**src/rtl/fqd_pkg.sv**
```systemverilog
// fqd_pkg: shared widths, codes and state type of the fifo queue with dump
// no dependencies; imported by fqd_ram users and the top level

package fqd_pkg;

   // payload widths
   localparam int VALUE_W    = 17;
   localparam int CMD_W      = 2;
   localparam int KIND_W     = 2;
   localparam int REQ_DATA_W = 24;   // cmd and value, padded to whole bytes
   localparam int RSP_DATA_W = 24;   // data, padded to whole bytes
   localparam int RSP_USER_W = 2;    // kind

   // default queue depth
   localparam int DEPTH_DEF  = 64;

   // command codes carried by an input item
   typedef enum logic [CMD_W-1:0] {
      CMD_ENQ  = 2'd0,
      CMD_DEQ  = 2'd1,
      CMD_SHOW = 2'd2
   } cmd_type;

   // result kinds
   typedef enum logic [KIND_W-1:0] {
      KIND_REMOVED  = 2'd0,
      KIND_LISTED   = 2'd1,
      KIND_OVERFLOW = 2'd2
   } kind_type;

   // control states
   typedef enum logic {
      ST_IDLE  = 1'b0,
      ST_DRAIN = 1'b1
   } state_type;

endpackage

```
**src/rtl/fqd_ram.sv**
```systemverilog
// fqd_ram: generic single-write, single-read ram with registered read data
// no dependencies; read data holds while rd_en is low

module fqd_ram #(
   parameter int WIDTH = 17,
   parameter int DEPTH = 64,
   localparam int ADDR_W = (DEPTH > 1) ? $clog2(DEPTH) : 1
) (
   input  logic              clock,
   input  logic              wr_en,
   input  logic [ADDR_W-1:0] wr_addr,
   input  logic [WIDTH-1:0]  wr_data,
   input  logic              rd_en,
   input  logic [ADDR_W-1:0] rd_addr,
   output logic [WIDTH-1:0]  rd_data
);

   logic [WIDTH-1:0] mem_ff [DEPTH];
   logic [WIDTH-1:0] rd_data_ff;

   // write port
   always_ff @(posedge clock) begin
      if (wr_en) begin
         mem_ff[wr_addr] <= wr_data;
      end
   end

   // registered read port
   always_ff @(posedge clock) begin
      if (rd_en) begin
         rd_data_ff <= mem_ff[rd_addr];
      end
   end

   assign rd_data = rd_data_ff;

endmodule

```
**src/rtl/fifo_queue_with_dump.sv**
```systemverilog
// fifo_queue_with_dump: fifo queue in a ring ram with dequeue and full listing
// depends on fqd_pkg and fqd_ram
//
//  channel | dir | handshake           | payload
//  req     | in  | req_tvalid/tready   | tdata[1:0] cmd, tdata[18:2] value
//  rsp     | out | rsp_tvalid/tready   | tdata[16:0] data, tuser kind, tlast last
//
// enqueue: one item per cycle while idle and the rsp side does not stall, written straight into the ring ram
// dequeue: one ram read, then the result loads the output register
// show of n stored values: one entry per cycle off the single read port while the rsp side does not stall
// reset clears state, head, tail, count, walk count and output valid; ram contents stay undefined until written
// a stalled rsp side freezes the walk; the read data register holds the pending value

module fifo_queue_with_dump #(
   parameter int DEPTH = fqd_pkg::DEPTH_DEF
) (
   input  logic                          clock,
   input  logic                          reset,
   input  logic                          req_tvalid,
   output logic                          req_tready,
   input  logic [fqd_pkg::REQ_DATA_W-1:0] req_tdata,   // cmd [1:0], value [18:2], zeros
   output logic                          rsp_tvalid,
   input  logic                          rsp_tready,
   output logic [fqd_pkg::RSP_DATA_W-1:0] rsp_tdata,   // data [16:0], zeros
   output logic [fqd_pkg::RSP_USER_W-1:0] rsp_tuser,   // kind [1:0]
   output logic                          rsp_tlast     // last
);

   import fqd_pkg::*;

   localparam int IDX_W = (DEPTH > 1) ? $clog2(DEPTH) : 1;
   localparam int CNT_W = $clog2(DEPTH + 1);
   localparam logic [IDX_W-1:0] IDX_LAST = IDX_W'(DEPTH - 1);
   localparam logic [CNT_W-1:0] CNT_FULL = CNT_W'(DEPTH);
   localparam logic [CNT_W-1:0] CNT_ONE  = CNT_W'(1);

   // control registers
   state_type        state_ff, state_in;
   logic [IDX_W-1:0] head_ff, head_in;
   logic [IDX_W-1:0] tail_ff, tail_in;
   logic [CNT_W-1:0] fill_ff, fill_in;
   logic [IDX_W-1:0] walk_idx_ff, walk_idx_in;
   logic [CNT_W-1:0] walk_left_ff, walk_left_in;
   kind_type         walk_kind_ff, walk_kind_in;

   // output register
   logic               out_valid_ff, out_valid_in;
   kind_type           out_kind_ff, out_kind_in;
   logic [VALUE_W-1:0] out_data_ff, out_data_in;
   logic               out_last_ff, out_last_in;

   // ram ports
   logic               ram_wr_en;
   logic               ram_rd_en;
   logic [IDX_W-1:0]   ram_rd_addr;
   logic [VALUE_W-1:0] ram_rd_data;

   // decoded input
   cmd_type            req_cmd;
   logic [VALUE_W-1:0] req_value;
   logic               req_accept;
   logic               out_free;
   logic               is_empty;
   logic               is_full;

   assign req_cmd    = cmd_type'(req_tdata[CMD_W-1:0]);
   assign req_value  = req_tdata[CMD_W +: VALUE_W];
   assign req_accept = req_tvalid && req_tready;
   assign out_free   = !out_valid_ff || rsp_tready;
   assign is_empty   = (fill_ff == '0);
   assign is_full    = (fill_ff == CNT_FULL);

   // ring index step with wrap
   function automatic logic [IDX_W-1:0] step_idx(input logic [IDX_W-1:0] idx);
      logic [IDX_W-1:0] nxt;
      nxt = (idx == IDX_LAST) ? '0 : idx + IDX_W'(1);
      return nxt;
   endfunction

   // ring store; a read and a write never fall in the same cycle, so no same-entry overlap
   fqd_ram #(
      .WIDTH (VALUE_W),
      .DEPTH (DEPTH)
   ) u_ram (
      .clock   (clock),
      .wr_en   (ram_wr_en),
      .wr_addr (tail_ff),
      .wr_data (req_value),
      .rd_en   (ram_rd_en),
      .rd_addr (ram_rd_addr),
      .rd_data (ram_rd_data)
   );

   // next state
   always_comb begin
      state_in = state_ff;
      unique case (state_ff)
         ST_IDLE: begin
            if (req_accept && !is_empty &&
                (req_cmd == CMD_DEQ || req_cmd == CMD_SHOW)) begin
               state_in = ST_DRAIN;
            end
         end
         ST_DRAIN: begin
            if (out_free && walk_left_ff == CNT_ONE) begin
               state_in = ST_IDLE;
            end
         end
         default: state_in = ST_IDLE;
      endcase
   end

   // datapath and handshake outputs
   always_comb begin
      req_tready   = 1'b0;
      ram_wr_en    = 1'b0;
      ram_rd_en    = 1'b0;
      ram_rd_addr  = head_ff;
      head_in      = head_ff;
      tail_in      = tail_ff;
      fill_in      = fill_ff;
      walk_idx_in  = walk_idx_ff;
      walk_left_in = walk_left_ff;
      walk_kind_in = walk_kind_ff;
      out_valid_in = out_valid_ff && !rsp_tready;
      out_kind_in  = out_kind_ff;
      out_data_in  = out_data_ff;
      out_last_in  = out_last_ff;
      unique case (state_ff)
         ST_IDLE: begin
            req_tready = out_free;
            if (req_accept) begin
               case (req_cmd)
                  CMD_ENQ: begin
                     if (is_full) begin
                        out_valid_in = 1'b1;
                        out_kind_in  = KIND_OVERFLOW;
                        out_data_in  = '0;
                        out_last_in  = 1'b1;
                     end else begin
                        ram_wr_en = 1'b1;
                        tail_in   = step_idx(tail_ff);
                        fill_in   = fill_ff + CNT_ONE;
                     end
                  end
                  CMD_DEQ: begin
                     if (!is_empty) begin
                        ram_rd_en    = 1'b1;
                        head_in      = step_idx(head_ff);
                        fill_in      = fill_ff - CNT_ONE;
                        walk_left_in = CNT_ONE;
                        walk_kind_in = KIND_REMOVED;
                     end
                  end
                  CMD_SHOW: begin
                     if (!is_empty) begin
                        ram_rd_en    = 1'b1;
                        walk_idx_in  = step_idx(head_ff);
                        walk_left_in = fill_ff;
                        walk_kind_in = KIND_LISTED;
                     end
                  end
                  default: ;
               endcase
            end
         end
         ST_DRAIN: begin
            // hand the read value over and fetch the next entry in the same cycle
            if (out_free) begin
               out_valid_in = 1'b1;
               out_kind_in  = walk_kind_ff;
               out_data_in  = ram_rd_data;
               out_last_in  = (walk_left_ff == CNT_ONE);
               walk_left_in = walk_left_ff - CNT_ONE;
               if (walk_left_ff != CNT_ONE) begin
                  ram_rd_en   = 1'b1;
                  ram_rd_addr = walk_idx_ff;
                  walk_idx_in = step_idx(walk_idx_ff);
               end
            end
         end
         default: ;
      endcase
   end

   // control registers
   always_ff @(posedge clock) begin
      if (reset) begin
         state_ff     <= ST_IDLE;
         head_ff      <= '0;
         tail_ff      <= '0;
         fill_ff      <= '0;
         walk_left_ff <= '0;
         out_valid_ff <= 1'b0;
      end else begin
         state_ff     <= state_in;
         head_ff      <= head_in;
         tail_ff      <= tail_in;
         fill_ff      <= fill_in;
         walk_left_ff <= walk_left_in;
         out_valid_ff <= out_valid_in;
      end
   end

   // payload registers
   always_ff @(posedge clock) begin
      walk_idx_ff  <= walk_idx_in;
      walk_kind_ff <= walk_kind_in;
      out_kind_ff  <= out_kind_in;
      out_data_ff  <= out_data_in;
      out_last_ff  <= out_last_in;
   end

   // result port
   assign rsp_tvalid = out_valid_ff;
   assign rsp_tdata  = RSP_DATA_W'(out_data_ff);
   assign rsp_tuser  = RSP_USER_W'(out_kind_ff);
   assign rsp_tlast  = out_last_ff;

   // count never passes the ring depth
   a_fill_bound: assert property (@(posedge clock) disable iff (reset)
      fill_ff <= CNT_FULL)
      else $error("fill count above depth");

   // a walk in progress always has an entry left
   a_walk_left: assert property (@(posedge clock) disable iff (reset)
      state_ff == ST_DRAIN |-> walk_left_ff != '0)
      else $error("drain state with nothing left");

   // a stored enqueue grows the count by one
   a_enq_count: assert property (@(posedge clock) disable iff (reset)
      req_accept && req_cmd == CMD_ENQ && !is_full |=>
         fill_ff == $past(fill_ff) + CNT_ONE)
      else $error("enqueue did not advance fill count");

   // overflow results carry zero data and close the item
   a_overflow_form: assert property (@(posedge clock) disable iff (reset)
      out_valid_ff && out_kind_ff == KIND_OVERFLOW |-> out_data_ff == '0 && out_last_ff)
      else $error("malformed overflow result");

   // no new item is taken while a walk is running
   a_no_accept_drain: assert property (@(posedge clock) disable iff (reset)
      state_ff == ST_DRAIN |-> !req_accept)
      else $error("item accepted during drain");

endmodule
```
**config.mk**
```make
export PLATFORM = sky130hd
export DESIGN_NAME = fifo_queue_with_dump
export DESIGN_NICKNAME = d
export VERILOG_FILES = /design/src/rtl/fqd_pkg.sv /design/src/rtl/fqd_ram.sv /design/src/rtl/fifo_queue_with_dump.sv
export SDC_FILE = /design/constraint.sdc
export NUM_CORES = 1
export LEC_CHECK = 0
export BUFFER_PORTS_ARGS = -buffer_cell sky130_fd_sc_hd__buf_2
export CAP_MARGIN = 20
export CELL_PAD_IN_SITES_DETAIL_PLACEMENT = 1
export CELL_PAD_IN_SITES_GLOBAL_PLACEMENT = 2
export CORE_UTILIZATION = 42
export CTS_CLUSTER_DIAMETER = 150
export DETAILED_ROUTE_END_ITERATION = 10
export PLACE_DENSITY = 0.82
export SYNTH_ARGS = -nofsm -noshare
export SYNTH_HDL_FRONTEND = slang
export SYNTH_SLANG_ARGS = --single-unit
```
**constraint.sdc**
```tcl
create_clock -name clock -period 3.5 [get_ports clock]
set_input_delay 0.525 -clock clock [delete_from_list [all_inputs] [get_ports clock]]
set_output_delay 0.525 -clock clock [all_outputs]
set_load 0.01 [all_outputs]
```
**Word level (Yosys, flattened, before mapping)**

Memories as Yosys holds them, arrays and structs flattened. A register that Yosys moved wholly into a read port is not among the register bits.
Index checks and enable logic that the tools add are counted.
Widths: inputs -> output; s select.

- Register bits: 56
- Bits in writable memories: 1,088
- Memories: 1

Memory list:

| memory | words | width | read ports | clocked after Yosys merged registers in | write ports | RTL line | source |
|---|---|---|---|---|---|---|---|
| u_ram.mem_ff | 64 | 17 | 1 | 1 | 1 | fqd_ram.sv:18 | `logic [WIDTH-1:0] mem_ff [DEPTH];` |

- Add/sub/neg operators: 6
- Equality and inequality tests: 21
- Mux-type cells: 60
- Bitwise logic cells: 3
- Reduce and logical (&&, ||, !) cells: 22

Operators with widths:

| operator | number |
|---|---|
| $mux 17 | 4 |
| $mux 6 | 11 |
| $mux 7 | 6 |
| $pmux 7 s2 | 3 |
| $pmux 17 s2 | 1 |
| $mux 1 | 22 |
| $reduce_and 5->1 | 4 |
| $add 6x1->6 const B | 3 |
| $eq 6x6->1 const B | 3 |
| $ne 2x2->1 const B | 7 |
| $sub 7x1->7 const B | 2 |
| $mux 2 | 6 |
| $pmux 6 s2 | 1 |
| $reduce_and 4->1 | 3 |
| $ne 3x3->1 const B | 3 |
| $pmux 1 s2 | 4 |
| $pmux 2 s2 | 2 |
| $add 7x1->7 const B | 1 |
| $eq 7x1->1 const B | 1 |
| $eq 7x7->1 const B | 1 |
| $logic_not 7->1 | 1 |
| $ne 7x1->1 const B | 1 |
| $ne 2x1->1 const B | 3 |
| $logic_and 1x1->1 | 5 |
| other kinds (8) | 14 |

**Longest topological paths before layout**

- Depth in word-level cells: 8
- Depth in mapped cells: 14
- Depth with buffers taken out: 11

**Modules after synthesis**

From an unflattened synthesis, not the netlist that was laid out.

- Cells, all modules: 2,292
- Area, all modules: 45,676.3 µm²

Modules (own cells, without submodules):

| module | instances | cells each | area each (µm²) | sequential area each (µm²) |
|---|---|---|---|---|
| fqd_ram | 1 | 1,953 | 42,514.5 | 33,181.8 |
| fifo_queue_with_dump | 1 | 339 | 3,161.8 | 1,371.3 |

**Worst setup path after synthesis**

No wires, ideal clock.

- Path type: flip-flop to flip-flop
- Start point: register walk_left_ff[1]
- End point: register u_ram.rd_data_ff[0] (netlist: u_ram.rd_data[0]) (read register of u_ram.mem_ff) (enable)
- Setup time: 415 ps
- Data arrival time: 2,854 ps
- Required time: 3,085 ps
- Path slack: 232 ps
- Stages on the path, launching flop included: 10
- Path buffers: 4
- Cell sequence: dfxtp_1 > inv_1 > ha_1 > nor3b_2 > and2_1 > buf_2 > clkbuf_1 > clkbuf_1 > clkbuf_1 > o21ai_0

- Longest elaborated chain between the ends: 4

RTL lines:

| element | RTL line | source |
|---|---|---|
| start: declaration | fifo_queue_with_dump.sv:43 | `logic [CNT_W-1:0] walk_left_ff, walk_left_in;` |
| start signal: assignment | fifo_queue_with_dump.sv:200 | `walk_left_ff <= walk_left_in;` |
| $ne 7x1->1 | fifo_queue_with_dump.sv:175 | `if (walk_left_ff != CNT_ONE) begin` |
| $mux 1 | fifo_queue_with_dump.sv:175 |  |
| $mux 1 | fifo_queue_with_dump.sv:169 | `if (out_free) begin` |
| $pmux 1 s2 | fifo_queue_with_dump.sv:129 | `unique case (state_ff)` |
| named net ram_rd_en | fifo_queue_with_dump.sv:54 | `logic ram_rd_en;` |
| end: declaration | fqd_ram.sv:19 | `logic [WIDTH-1:0] rd_data_ff;` |

The timed path passes the listed nets, and every way through them passes these cells.
A chain may end at the register's enable or synchronous reset.

**Final worst setup path**

- Start point: register walk_left_ff[1]
- End point: register u_ram.rd_data_ff[1] (netlist: u_ram.rd_data[1]) (read register of u_ram.mem_ff) (data pin)

- Longest elaborated chain between the ends: 4

RTL lines:

| element | RTL line |
|---|---|
| $ne 7x1->1 (*) | fifo_queue_with_dump.sv:175 |
| $mux 1 / $mux 6 (equally long branches) | fifo_queue_with_dump.sv:175 |
| $mux 1 / $mux 6 (equally long branches) | fifo_queue_with_dump.sv:169 |
| $pmux 1 s2 / $mux 6 (equally long branches) | fifo_queue_with_dump.sv:129 |

Mark *: on every way between the ends. The rest lies on a longest branch, timed or not.

==> flow_summary.rst <==
.. list-table::
   :header-rows: 1

   * - Metric
     - Value
   * - Reg-to-reg critical path startpoint
     - walk_left_ff[1]
   * - Final Wtd Congestion
     - just under 0.9
   * - Number of warning messages in the yosys log
     - 0
   * - Transition time of the tightest slew-check pin
     - about 1.6 ns
   * - Post-detail-place hpwl
     - 91900 um
   * - PortBufs
     - 44
   * - Worst reg-to-reg setup slack
     - -0.03 ns
   * - Number of cells on the worst hold path
     - 1
   * - Max_cap viols
     - 1
   * - Layout fillers
     - around 11000
   * - PnR worst setup slack
     - -0.0277 ns
   * - Share of the cycle needed by the critical path after routing
     - 101%
   * - Number of iterations in the first detailed-routing pass
     - 5
   * - Final max-slew violation count
     - 16
   * - Number of synthesized flops with an enable pin
     - roughly 1100
   * - R2r worst-path depth
     - 10
   * - TritonCTS clock tree
     - done
   * - Post-placement worst setup slack
     - -0.264 ns
   * - Area growth syn-to-layout
     - 18.1%
   * - Min-Delay Path Class
     - in -> reg
   * - Cells after Synth
     - 3255
   * - Worst IR Drop VDD
     - 0.474 mV
   * - Total number of vias
     - around 32000
   * - Setup repair after global routing missed its margin
     - yes
   * - DR iter-0 viols
     - approximately 3900
   * - Crit path arrival time
     - slightly above 4 ns
   * - Starting Density
     - between 40% and 50%
   * - Clock root buffer
     - sky130_fd_sc_hd__clkbuf_16
   * - Via count of the first global-routing pass
     - 32500
   * - Fmax
     - approximately 0.28 GHz
   * - Ys async rst share
     - 0%
   * - Number of vias per cell
     - 6.30
   * - Clock-pin transition on the worst setup and hold timing paths
     - about 0.060 ns
   * - Max-slew headroom at the worst pin
     - -5.71%
   * - Clock Latency Late Sink
     - 0.76 ns
   * - Post-detailed-route count of antenna-violating nets
     - 0
   * - Yosys reg bits
     - between 1000 and 1500
   * - Wire length of the first global-routing pass
     - 222000 um
   * - Share of synthesized area spent on multiplexers
     - under 10%
   * - Fin. Hold Viols
     - 0
   * - Hold Crit Start
     - req_tdata[13]
   * - Total number of nets in the final design
     - roughly 3500
   * - CTS H-tree depth
     - 3
   * - Number of endpoints failing setup at the final stage
     - 2
   * - PwrDens
     - 547 nW/um2
   * - Worst-case hold slack
     - around 0.12 ns
   * - Outcome
     - complete, but fails checks
   * - Startpoint type of the worst setup path
     - flop
   * - Simple-gate portion of the synthesized area
     - under 10%
   * - Initial antenna violation count
     - 13
   * - Drt wl/cell
     - between 30 and 40 um
   * - Mean Syn Cell Area
     - roughly 15 um2
   * - Max Root-Sink Buffers
     - 3
   * - Static leakage power
     - 19.4 nW
   * - Post-synth design cell area
     - slightly below 50000 um2
   * - Floorplan die height
     - 343 um
   * - Total DRC errors in the routed layout
     - 0
   * - Largest net degree at the start of global routing
     - 125
   * - Post-synth cell types
     - 64
   * - Hold endpoint
     - u_ram.mem_ff[57][11]
   * - Post-Route WL
     - roughly 160000 um
   * - Category of the worst setup path capture point
     - flop
   * - Reg2Reg Capture Point
     - u_ram.rd_data[1]
   * - Num rows
     - about 120
   * - Share of cells above drive strength 1
     - 25.5%
   * - Clock skew
     - between 0.06 and 0.07 ns
   * - Die area
     - between 100000 and 150000 um2
   * - Die X-Extent
     - approximately 340 um
   * - Critical setup path kind
     - reg -> reg
   * - Post-synthesis share of cell area spent on full adders, half adders and majority gates
     - less than 1%
   * - Post-placement cell count
     - 4854
   * - Xor and xnor area share after synthesis
     - less than 1%
   * - Top Ports
     - 57
   * - Crit path time final
     - approximately 3.5 ns
   * - Crit path from
     - walk_left_ff[1]
   * - GRT Resource Usage Total
     - between 20% and 30%
   * - Count of clock tree sinks
     - approximately 1200
   * - Data required time of the critical path
     - roughly 4.1 ns
   * - Biggest fanout along the worst timing path
     - 15
   * - Largest family of logic cells by synthesized area
     - compound AO/OA/AOI/OAI gates
   * - Total CTS buffers
     - 118
   * - Core outline area
     - ~110000 um2
   * - Fraction of the mapped netlist area in compound gates
     - ~15%
   * - Total grt overflow
     - 0
   * - Register area share after synthesis
     - a little over two thirds
   * - Ys flop type
     - sky130_fd_sc_hd__edfxtp_1
   * - Violated checks
     - capacitance limit, slew limit, setup timing
   * - Non-filler instance count after layout
     - 5105
## cell usage in the layout (no fill, tap or decap), types with 9 or more instances in the layout
master | synthesis | final
sky130_fd_sc_hd__mux2_1 | 13 | 12
sky130_fd_sc_hd__edfxtp_1 | 1132 | 1132
sky130_fd_sc_hd__dfxtp_1 | 28 | 27
sky130_fd_sc_hd__and2_1 | 19 | 18
sky130_fd_sc_hd__nand3_1 | 17 | 16
sky130_fd_sc_hd__o2111ai_1 | 34 | 25
sky130_fd_sc_hd__clkbuf_16 | 0 | 126
sky130_fd_sc_hd__nand2_1 | 28 | 28
sky130_fd_sc_hd__clkbuf_1 | 159 | 26
sky130_fd_sc_hd__mux2_2 | 226 | 226
sky130_fd_sc_hd__o221ai_2 | 0 | 10
sky130_fd_sc_hd__bufinv_16 | 0 | 10
sky130_fd_sc_hd__o2111ai_2 | 0 | 9
sky130_fd_sc_hd__nand4_1 | 40 | 40
sky130_fd_sc_hd__o211ai_1 | 375 | 375
sky130_fd_sc_hd__nor2_2 | 0 | 40
sky130_fd_sc_hd__or4_1 | 18 | 12
sky130_fd_sc_hd__clkinv_2 | 0 | 25
sky130_fd_sc_hd__o22ai_1 | 69 | 52
sky130_fd_sc_hd__nor2_1 | 102 | 62
sky130_fd_sc_hd__buf_4 | 15 | 286
sky130_fd_sc_hd__nand2b_1 | 10 | 10
sky130_fd_sc_hd__a21oi_1 | 24 | 22
sky130_fd_sc_hd__buf_2 | 84 | 44
sky130_fd_sc_hd__inv_1 | 320 | 319
sky130_fd_sc_hd__o21ai_0 | 16 | 15
sky130_fd_sc_hd__clkinv_1 | 1 | 36
sky130_fd_sc_hd__o22ai_2 | 0 | 15
sky130_fd_sc_hd__buf_12 | 0 | 58
sky130_fd_sc_hd__ha_1 | 13 | 12
sky130_fd_sc_hd__o221ai_1 | 375 | 364
## cell type report
class | count | area, um2 | share of cell area (%)
flip-flops and latches | 1160 | 34600 | 59.8
multi-input cells | 1473 | 12300 | 21.2
repair buffers | 412 | 4080 | 7.05
clock buffers | 145 | 3080 | 5.32
well taps | 1512 | 1890 | 3.27
inverters | 323 | 1220 | 2.11
clock inverters | 79 | 721 | 1.25
diodes | 1 | 2.50 | 0.00433
## per-layer routing
metal	global-route usage [%]	wire length, um	part of all wire [%]	vias to the layer above
li1	-	-	-	13600
met4	9.43	6000	3.9	6
met1	34.5	62300	40	16700
met3	4.69	13000	8.4	309
met5	0	48	0.031	-
met2	40.9	74000	48	1572
## where the power goes
| part | internal (W) | leakage [nW] | total, W | switching (W) |
|---|---|---|---|---|
| clock | 0.00700 | 1.86 | 0.0125 | 0.00552 |
| combinational | 0.00136 | 7.12 | 0.00370 | 0.00234 |
| sequential | 0.0153 | 10.4 | 0.0154 | 0.0000627 |
| total | 0.0237 | 19.4 | 0.0316 | 0.00793 |
## cells in the mapped netlist, drive strengths merged, types with 19 or more instances
cell / instances / share of area [%]
o221ai: 375 / 6.7
nor2: 102 / 0.78
o211ai: 375 / 5.7
o2111ai: 34 / 0.61
nand2: 28 / 0.21
edfxtp: 1132 / 69
clkbuf: 161 / 1.2
and2: 19 / 0.24
inv: 322 / 2.5
a21oi: 24 / 0.25
buf: 145 / 1.7
dfxtp: 28 / 1.1
nand4: 40 / 0.51
mux2: 241 / 5.6
o22ai: 69 / 0.88
## registers in the layout (all words and copies together), names as in the netlist, 2 cells and up
| name | flops |
|---|---|
| fill_ff | 7 |
| head_ff | 6 |
| out_data_ff | 17 |
| rsp_tuser | 2 |
| tail_ff | 6 |
| u_ram.mem_ff | 1088 |
| u_ram.rd_data | 17 |
| walk_idx_ff | 6 |
| walk_left_ff | 7 |
## cell families after synthesis
logic type                 Yosys count
muxes                              249
adders and majority gates           14
other                                1
buffers and inverters              629
and+or+nand+nor                    269
xor gates and xnor gates            15
AOI/OAI and AO/OA                  918
DFF                               1160
## critical path, cell delays in order (launching register included)
cell and delay [ns]:
sky130_fd_sc_hd__dfxtp_2 0.32, sky130_fd_sc_hd__inv_2 0.06, sky130_fd_sc_hd__ha_2 0.16, sky130_fd_sc_hd__nor3b_4 0.24, sky130_fd_sc_hd__a211oi_4 0.09, sky130_fd_sc_hd__buf_6 0.14, sky130_fd_sc_hd__bufbuf_16 0.28, sky130_fd_sc_hd__a21oi_2 1.21
sky130_fd_sc_hd__o221ai_1 0.46, sky130_fd_sc_hd__o22ai_1 0.28, sky130_fd_sc_hd__or4_4 0.17
## worst max-delay path by stage
| stage | endpoint | slack (ns) | depth (start not counted) |
|---|---|---|---|
| after floorplan | u_ram.rd_data[0] | 0.23 | 9 |
| after global placement | u_ram.rd_data[1] | -0.19 | 12 |
| after detailed placement | u_ram.rd_data[1] | -0.26 | 12 |
| after CTS | u_ram.rd_data[0] | 0.01 | 13 |
| after global routing | u_ram.rd_data[14] | -0.05 | 15 |
| final | u_ram.rd_data[1] | -0.03 | 10 |
## through the flow
step / utilization, % / cell area [um2] / power (W) / TNS (ns)
after floorplan: - / 49000 / 0.0174 / 0
after global placement: 46.3 / 53200 / 0.0190 / -1.49
final: 50.3 / 57800 / 0.0316 / -0.0282
after CTS: 49.8 / 57200 / 0.0315 / 0
after detailed placement: 46.3 / 53200 / 0.0191 / -1.78
after global routing: 50.3 / 57800 / 0.0323 / -0.108
## timing repair
item                       4_1_cts  5_1_grt
setup endpoints to repair       16       17
pin swaps                        3       12
hold buffers                     0        0
gates resized for setup         17       55
setup buffers                    3       12
gates cloned                     3        8
Power figures use the tool's default switching activity.
